File: src/rtl/hue_luma_selective_color_gain_core_defines.svh
// Assertion macros used by the core RTL file.
// Each check is clocked on clock and switched off while reset is high.
`ifndef HUE_LUMA_SELECTIVE_COLOR_GAIN_CORE_DEFINES_SVH
`define HUE_LUMA_SELECTIVE_COLOR_GAIN_CORE_DEFINES_SVH

`ifndef NO_ASSERTIONS
`define HLSCG_ASSERT(name, prop) \
   name: assert property (@(posedge clock) disable iff (reset) prop) \
      else $error("hlscg check failed");
`define HLSCG_ASSERT_NEXT(name, ante, cons) \
   name: assert property (@(posedge clock) disable iff (reset) (ante) |=> (cons)) \
      else $error("hlscg check failed");
`else
`define HLSCG_ASSERT(name, prop)
`define HLSCG_ASSERT_NEXT(name, ante, cons)
`endif

`endif

File: src/rtl/hlscg_pkg.sv
package hlscg_pkg;

   // Field and port widths
   localparam int PIX_W      = 8;
   localparam int ADJ_W      = 8;
   localparam int SEL_W      = 4;
   localparam int CSR_IDX_W  = 3;
   localparam int CSR_DATA_W = 8;

   // Gain fixed point
   localparam int GAIN_FRAC_BITS = 16;
   localparam int GAIN_W         = GAIN_FRAC_BITS + 4;

   // Factor products: factors fit 10-bit signed, |N| stays below 2^25
   localparam int FAC_W = 10;
   localparam int NUM_W = 3 * FAC_W;
   localparam int NU_W  = 25;

   // gain = floor((N * 2^F + 10^6) / (2 * 10^6))
   //      = floor(floor((N * 2^(F-6) + 15625) / 2) / 15625)
   localparam int ROUND_SHIFT = GAIN_FRAC_BITS - 6;
   localparam int DIV_CONST   = 1000000 / 64;
   localparam int DIV_W       = 14;
   localparam int NUMER_W     = NU_W + ROUND_SHIFT + 1;
   localparam int HALF_W      = NUMER_W - 1;
   localparam int DIV_K       = HALF_W;
   localparam int RECIP_W     = DIV_K - 13;
   localparam logic [63:0] RECIP_FULL = (64'd1 << DIV_K) / 64'(DIV_CONST);
   localparam logic [RECIP_W-1:0] RECIP = RECIP_FULL[RECIP_W-1:0];
   localparam int LO_W  = (HALF_W + 1) / 2;
   localparam int HI_W  = HALF_W - LO_W;
   localparam int SUM_W = HALF_W + RECIP_W + 1;
   localparam int BACK_W = GAIN_W + DIV_W;

   // Channel scaling
   localparam int PROD_W = PIX_W + GAIN_W;
   localparam int SAT_W  = PROD_W - GAIN_FRAC_BITS;

   // Luma
   localparam int LUMA_W = 18;
   localparam logic [LUMA_W-1:0] LUMA_KR     = LUMA_W'(299);
   localparam logic [LUMA_W-1:0] LUMA_KG     = LUMA_W'(587);
   localparam logic [LUMA_W-1:0] LUMA_KB     = LUMA_W'(114);
   localparam logic [LUMA_W-1:0] LUMA_BRIGHT = LUMA_W'(168300);
   localparam logic [LUMA_W-1:0] LUMA_DARK   = LUMA_W'(84150);

   // Factor bases
   localparam logic signed [FAC_W-1:0] FAC_BASE       = FAC_W'(100);
   localparam logic signed [FAC_W-1:0] FAC_BLACK_BASE = FAC_W'(200);

   // Register indexes
   localparam logic [CSR_IDX_W-1:0] CSR_COLOR_SELECT   = 3'd0;
   localparam logic [CSR_IDX_W-1:0] CSR_CYAN_ADJUST    = 3'd1;
   localparam logic [CSR_IDX_W-1:0] CSR_MAGENTA_ADJUST = 3'd2;
   localparam logic [CSR_IDX_W-1:0] CSR_YELLOW_ADJUST  = 3'd3;
   localparam logic [CSR_IDX_W-1:0] CSR_BLACK_ADJUST   = 3'd4;

   // Class select codes; hue sectors share the codes
   localparam logic [SEL_W-1:0] SEL_ALL         = 4'd0;
   localparam logic [SEL_W-1:0] SEL_HUE_RED     = 4'd1;
   localparam logic [SEL_W-1:0] SEL_HUE_YELLOW  = 4'd2;
   localparam logic [SEL_W-1:0] SEL_HUE_GREEN   = 4'd3;
   localparam logic [SEL_W-1:0] SEL_HUE_CYAN    = 4'd4;
   localparam logic [SEL_W-1:0] SEL_HUE_BLUE    = 4'd5;
   localparam logic [SEL_W-1:0] SEL_LUMA_BRIGHT = 4'd6;
   localparam logic [SEL_W-1:0] SEL_LUMA_MID    = 4'd7;
   localparam logic [SEL_W-1:0] SEL_LUMA_DARK   = 4'd8;

   // Pixel pipeline
   localparam int STAGES    = 9;
   localparam int MUL_STAGE = 7;

   typedef struct packed {
      logic [PIX_W-1:0] red;
      logic [PIX_W-1:0] green;
      logic [PIX_W-1:0] blue;
   } pixel_type;

endpackage

File: src/rtl/hlscg_gain.sv
// Seven-stage gain pipeline: factor product, rounding, reciprocal divide, correct.
module hlscg_gain (
   input  logic                                   clock,
   input  logic                                   reset,
   input  logic signed [hlscg_pkg::FAC_W-1:0]     fac_a,
   input  logic signed [hlscg_pkg::FAC_W-1:0]     fac_b,
   input  logic signed [hlscg_pkg::FAC_W-1:0]     fac_k,
   output logic        [hlscg_pkg::GAIN_W-1:0]    gain
);

   logic signed [2*hlscg_pkg::FAC_W-1:0] prod_ab_ff;
   logic signed [hlscg_pkg::FAC_W-1:0]   fac_k_ff;
   logic signed [hlscg_pkg::NUM_W-1:0]   num_ff;
   logic [hlscg_pkg::NUMER_W-1:0]        numer;
   logic [hlscg_pkg::HALF_W-1:0]         half_in, half_ff, half_d1_ff, half_d2_ff, half_d3_ff;
   logic [hlscg_pkg::LO_W+hlscg_pkg::RECIP_W-1:0] part_lo_ff;
   logic [hlscg_pkg::HI_W+hlscg_pkg::RECIP_W-1:0] part_hi_ff;
   logic [hlscg_pkg::SUM_W-1:0]          est_sum;
   logic [hlscg_pkg::GAIN_W-1:0]         est_ff, est_d_ff, gain_in, gain_ff;
   logic [hlscg_pkg::BACK_W-1:0]         back_ff;
   logic [hlscg_pkg::HALF_W-1:0]         rem;

   // Round-half-up numerator, halved; a non-positive product gives zero
   always_comb begin
      numer   = (hlscg_pkg::NUMER_W'(num_ff[hlscg_pkg::NU_W-1:0]) << hlscg_pkg::ROUND_SHIFT)
              + hlscg_pkg::NUMER_W'(hlscg_pkg::DIV_CONST);
      half_in = (num_ff > 0) ? numer[hlscg_pkg::NUMER_W-1:1] : '0;
   end

   // Estimate is exact or one low
   assign est_sum = (hlscg_pkg::SUM_W'(part_hi_ff) << hlscg_pkg::LO_W)
                  + hlscg_pkg::SUM_W'(part_lo_ff);

   always_comb begin
      rem     = half_d3_ff - hlscg_pkg::HALF_W'(back_ff);
      gain_in = (rem >= hlscg_pkg::HALF_W'(hlscg_pkg::DIV_CONST)) ? est_d_ff + 1'b1 : est_d_ff;
   end

   always_ff @(posedge clock) begin
      if (reset) begin
         prod_ab_ff <= '0;
         fac_k_ff   <= '0;
         num_ff     <= '0;
         half_ff    <= '0;
         half_d1_ff <= '0;
         half_d2_ff <= '0;
         half_d3_ff <= '0;
         part_lo_ff <= '0;
         part_hi_ff <= '0;
         est_ff     <= '0;
         est_d_ff   <= '0;
         back_ff    <= '0;
         gain_ff    <= '0;
      end else begin
         prod_ab_ff <= fac_a * fac_b;
         fac_k_ff   <= fac_k;
         num_ff     <= hlscg_pkg::NUM_W'(prod_ab_ff) * hlscg_pkg::NUM_W'(fac_k_ff);
         half_ff    <= half_in;
         part_lo_ff <= (hlscg_pkg::LO_W + hlscg_pkg::RECIP_W)'(half_ff[hlscg_pkg::LO_W-1:0])
                     * (hlscg_pkg::LO_W + hlscg_pkg::RECIP_W)'(hlscg_pkg::RECIP);
         part_hi_ff <= (hlscg_pkg::HI_W + hlscg_pkg::RECIP_W)'(
                          half_ff[hlscg_pkg::HALF_W-1:hlscg_pkg::LO_W])
                     * (hlscg_pkg::HI_W + hlscg_pkg::RECIP_W)'(hlscg_pkg::RECIP);
         half_d1_ff <= half_ff;
         est_ff     <= est_sum[hlscg_pkg::DIV_K +: hlscg_pkg::GAIN_W];
         half_d2_ff <= half_d1_ff;
         back_ff    <= hlscg_pkg::BACK_W'(est_ff) * hlscg_pkg::BACK_W'(hlscg_pkg::DIV_CONST);
         est_d_ff   <= est_ff;
         half_d3_ff <= half_d2_ff;
         gain_ff    <= gain_in;
      end
   end

   assign gain = gain_ff;

endmodule

File: config.mk
export PLATFORM = sky130hd
export DESIGN_NAME = hlscg_gain
export DESIGN_NICKNAME = d
export VERILOG_FILES = /design/src/rtl/hue_luma_selective_color_gain_core_defines.svh /design/src/rtl/hlscg_pkg.sv /design/src/rtl/hlscg_gain.sv
export SDC_FILE = /design/constraint.sdc
export NUM_CORES = 2
export LEC_CHECK = 0
export BUFFER_PORTS_ARGS = -buffer_cell sky130_fd_sc_hd__clkbuf_2
export CAP_MARGIN = 40
export CORE_MARGIN = 2
export CORE_UTILIZATION = 47
export DETAILED_ROUTE_END_ITERATION = 8
export GPL_TIMING_DRIVEN = 0
export PLACE_DENSITY = 0.63
export SYNTH_ARGS = -nofsm -noshare
export SYNTH_HDL_FRONTEND = slang
export SYNTH_SLANG_ARGS = --single-unit
File: constraint.sdc
create_clock -name clock -period 8.8 [get_ports clock]
set_input_delay 1.76 -clock clock [delete_from_list [all_inputs] [get_ports clock]]
set_output_delay 1.76 -clock clock [all_outputs]
set_load 0.05 [all_outputs]
-- After elaboration in Yosys (flattened, before gate mapping)
Index checks and enable logic that the tools add are counted.
- output and inout bits: 20
- input bits: 32
- register bits after elaboration: 371
- bitwise operators: 1
- reductions and logical operators: 1
- magnitude comparators: 2
- $mul: 5
- add/sub/neg operators: 4
- mux-type cells: 1
- operator list (operator ; number):
    $add A55 B40 Y55 ; 1
    $mul A18 B22 Y40 const B ; 1
    $mul A17 B22 Y37 const B ; 1
    $add A35 B14 Y36 const B ; 1
    $ge A35 B14 Y1 const B ; 1
    $sub A35 B34 Y35 ; 1
    $mul A20 B14 Y34 const B ; 1
    $gt A30 B1 Y1 const B ; 1
    $mul A20 B10 Y30 ; 1
    $add A20 B1 Y20 const B ; 1
    $mul A10 B10 Y20 ; 1
    $mux W20 ; 1
    $reduce_or A2 Y1 ; 1
    $not A1 Y1 ; 1

-- Depth between registers and ports, before layout
- word-level depth: 3
- gate-level depth with buffers: 24
- gate-level depth less buffers: 24

-- Worst setup path after synthesis
OpenSTA, ideal clock, no wires.
- path type: input-to-reg
- start point: input fac_b[1] (netlist bit)
- end point: register prod_ab_ff[17] (netlist bit)
- path slack: 2301 ps
- path buffers: 1
- data required time: 8672 ps
- arrival time: 6371 ps
- library setup time: 128 ps
- cell stages on the path: 19
- path through: clkbuf_1 > nand2_1 > fa_1 > inv_1 > fa_1 > inv_1 > fa_1 > inv_1 > fa_1 > fa_1 > ha_1 > a21oi_1 > nor2b_1 > o21a_1 > o31a_1 > o41ai_1 > o211ai_1 > xnor2_1 > nor2_1
- word-level cells in the longest chain between the ends: 1
- ends and longest elaborated chain (element ; RTL line ; RTL):
    start, declared ; hlscg_gain.sv:6 ; input logic signed [hlscg_pkg::FAC_W-1:0] fac_b,
    $mul A10 B10 Y20 ; hlscg_gain.sv:55 ; prod_ab_ff <= fac_a * fac_b;
    end signal, assigned ; hlscg_gain.sv:55 ;
    end, declared ; hlscg_gain.sv:11 ; logic signed [2*hlscg_pkg::FAC_W-1:0] prod_ab_ff;
No other way between the ends.
A chain may end at the register's enable or synchronous reset.

-- Final worst setup path
- start point: register half_ff[32] (netlist bit)
- end point: register part_hi_ff[34] (netlist bit)
- word-level cells in the longest chain between the ends: 1
- ends and longest elaborated chain (element ; RTL line ; RTL):
    start, declared ; hlscg_gain.sv:15 ; logic [hlscg_pkg::HALF_W-1:0] half_in, half_ff, half_d1_ff, half_d2_ff, half_d3_ff;
    start signal, assigned ; hlscg_gain.sv:58 ; half_ff <= half_in;
    $mul A17 B22 Y37 ; hlscg_gain.sv:63 ; * (hlscg_pkg::HI_W + hlscg_pkg::RECIP_W)'(hlscg_pkg::RECIP);
    end signal, assigned ; hlscg_gain.sv:61 ; part_hi_ff <= (hlscg_pkg::HI_W + hlscg_pkg::RECIP_W)'(
    end, declared ; hlscg_gain.sv:17 ; logic [hlscg_pkg::HI_W+hlscg_pkg::RECIP_W-1:0] part_hi_ff;
No other way between the ends.

==> results.json <==
{
  "io_pins": 52,
  "hold_violations": 0,
  "track_usage_pct": 21.66,
  "wl_um": 84700,
  "clock_skew_ns": 0.01441,
  "min_period_over_period_pct": 77.53,
  "grt_max_degree": 17,
  "antenna_found_initial": 1,
  "relSlewSlack_pct": 43.01,
  "final.min_clock_period_ns": 6.823,
  "die_y_um": 284.6,
  "synthDistinctLibCells": 78,
  "cts_resized": 0,
  "crit_family": "adder cells",
  "clockRootBuffer": "clkbuf_16",
  "yosysWarningCount": 0,
  "viasPerCell": 5.058,
  "synth_seq_area_share_pct": 17.15,
  "synth_area_mm2": 0.03700,
  "numCtsBuffers": 36,
  "detail-route-antenna-nets": 0,
  "worstSetupStartpointType": "flop",
  "rsz0062_at_grt": "no",
  "synthesis.nets": 5085,
  "async_flop_share_pct": 0,
  "p_leak_nw": 20.33,
  "nets": 5170,
  "drtIter0Drc": 1132,
  "path_buf_inv": 4,
  "gp_congestion": 0.9073,
  "cts_buffer_depth": 3,
  "cpMostUsedCell": "fa_1",
  "grt_pass1_vias": 27295,
  "synth_seq_cells": 317,
  "cts_setup_buffers": 0,
  "syn_area_per_cell_um2": 9.311,
  "cts_tree": "done",
  "max_freq_ghz": 0.1466,
  "path_class": "flop to flop",
  "grt_overflow_total": 0,
  "clk_pin_slew_ns": 0.06,
  "drive_above_1_share_pct": 3.745,
  "tightest_slew_ns": 0.8548,
  "tns_ns": 0,
  "mostFrequentLayoutCell": "inv_1",
  "dieArea_mm2": 0.08099,
  "die_w_um": 284.6,
  "final_cell_mix": "inv_1, ha_1, fa_1",
  "dp_hpwl_um": 72010,
  "via_count": 25925,
  "synth-main-ff-cell": "dfxtp_1",
  "cpPeakStageDelay_ns": 0.61,
  "holdBufCountCts": 0,
  "start_util_pct": 47.61,
  "power_density_mw_per_mm2": 384.5,
  "area_growth_pct": 7.652,
  "cp_cell_sequence": "fa_1 > inv_1 > fa_1 > inv_1 > fa_1 > fa_1 > fa_1 > inv_1 > fa_1 > inv_1 > ha_1 > a21oi_1 > nand2_1 > a21o_1 > nor3_1 > a211oi_1 > a221o_1 > a21oi_1 > o21ai_0 > a21oi_1 > xor2_1 > nor2_1",
  "rows": 102,
  "irDropWorstVdd_mv": 0.4144,
  "crit_slowest_cell": "fa_1",
  "cts_max_level": 2,
  "worstSkewPairLatency_ns": 0.55,
  "drtPass1Iterations": 5,
  "cp.required_ns": 9.21,
  "worstPathMaxFanout": 7,
  "hold_ws_ns": 0.4310,
  "hold_class": "flop to flop",
  "numPortBuffers": 36,
  "slew_viol_final": 0,
  "arrival_ns": 7.24,
  "cts.sinks": 317,
  "netlist_instances": 3974,
  "core_area_mm2": 0.07772,
  "drc_errors": 0,
  "finalSetupViolations": 0,
  "status": "finished, final reports clean",
  "grt_pass1_wl_um": 140300,
  "drv_cap": 0,
  "endpoint_kind": "flop",
  "synth_edf_count": 0,
  "wl_per_cell_um": 16.52
}
per-stage QoR:
stage	instance area [um2]	instances	utilization [%]	power [mW]	setup slack, ns
detailed placement	38620	5061	49.69	13.87	1.673
CTS	39830	5125	51.25	15.52	1.927
finish	39830	5126	51.25	15.32	1.977
floorplan	37000	3974	-	11.16	2.301
global route	39830	5125	51.25	17.37	1.611
global placement	38480	5050	49.51	13.70	1.688
area by class of cell:
class                      count  area, um2
fill                        7252      37890
multi-input combinational   2743      27200
sequential                   317       6346
inverter                     807       3029
tap                         1040       1301
clock buffer                  48       1006
buffer                       107      422.9
timing repair buffer          47      319.1
clock inverter                16      202.7
antenna                        1      2.502
path summary, 6_finish.rpt:
check | startpoint | end | slack [ns] | cells past startpoint
max | half_ff[32] | part_hi_ff[34] | 1.98 | 22
min | half_d2_ff[11] | half_d3_ff[11] | 0.43 | 1
max reg2reg | half_ff[32] | part_hi_ff[34] | 1.98 | 22
min reg2reg | half_d2_ff[11] | half_d3_ff[11] | 0.43 | 1
where the power goes:
part | switching (mW) | internal (mW) | leakage [nW]
combinational | 6.72 | 4.98 | 17.1
clock | 0.631 | 0.903 | 0.597
sequential | 0.291 | 1.79 | 2.60
state kept, by name, summed over array words and instances, names as in the netlist:
register,flops
back_ff,31
est_d_ff,20
est_ff,20
fac_k_ff,10
gain,20
half_d1_ff,25
half_d2_ff,27
half_d3_ff,27
half_ff,27
num_ff,30
part_hi_ff,37
part_lo_ff,23
prod_ab_ff,20
layer usage:
layer	wire (um)	GRT usage, %
met4	3029	7.434
met1	37340	27.24
met5	0	0
met3	2594	2.335
met2	41740	38.53
synthesized netlist by cell type, types with 7 or more instances:
cell type	number	share of area [%]
o21a_1	30	0.61
nor3b_1	14	0.28
nor3_1	56	0.76
nor2_1	273	2.8
nand2b_1	32	0.54
and2_1	142	2.4
dfxtp_1	317	17
o21ai_0	79	1.1
a21o_1	54	1.1
nor2b_1	117	2.0
clkbuf_1	94	0.95
a31oi_1	17	0.29
a21oi_1	122	1.7
nand4_1	21	0.36
o211ai_1	13	0.26
nand3_1	59	0.80
nand2_1	221	2.2
nor4_1	20	0.34
inv_1	807	8.2
ha_1	559	19
o21bai_1	10	0.20
or2_2	10	0.17
fa_1	520	28
buf_1	9	0.091
xor2_1	81	1.9
and3_1	21	0.36
o22ai_1	7	0.12
xnor2_1	90	2.1
a211oi_1	25	0.51
or3_1	26	0.44
cell families after synthesis:
group	share of synthesized area [%]
adder cells (fa/ha/maj)	47.04
AND/OR/NAND/NOR	14.36
multiplexers	0.4869
AO/OA/AOI/OAI	7.591
XOR/XNOR	4.048
buffers and inverters	9.329
flip-flops	17.15
Power figures use the tool's default switching activity.
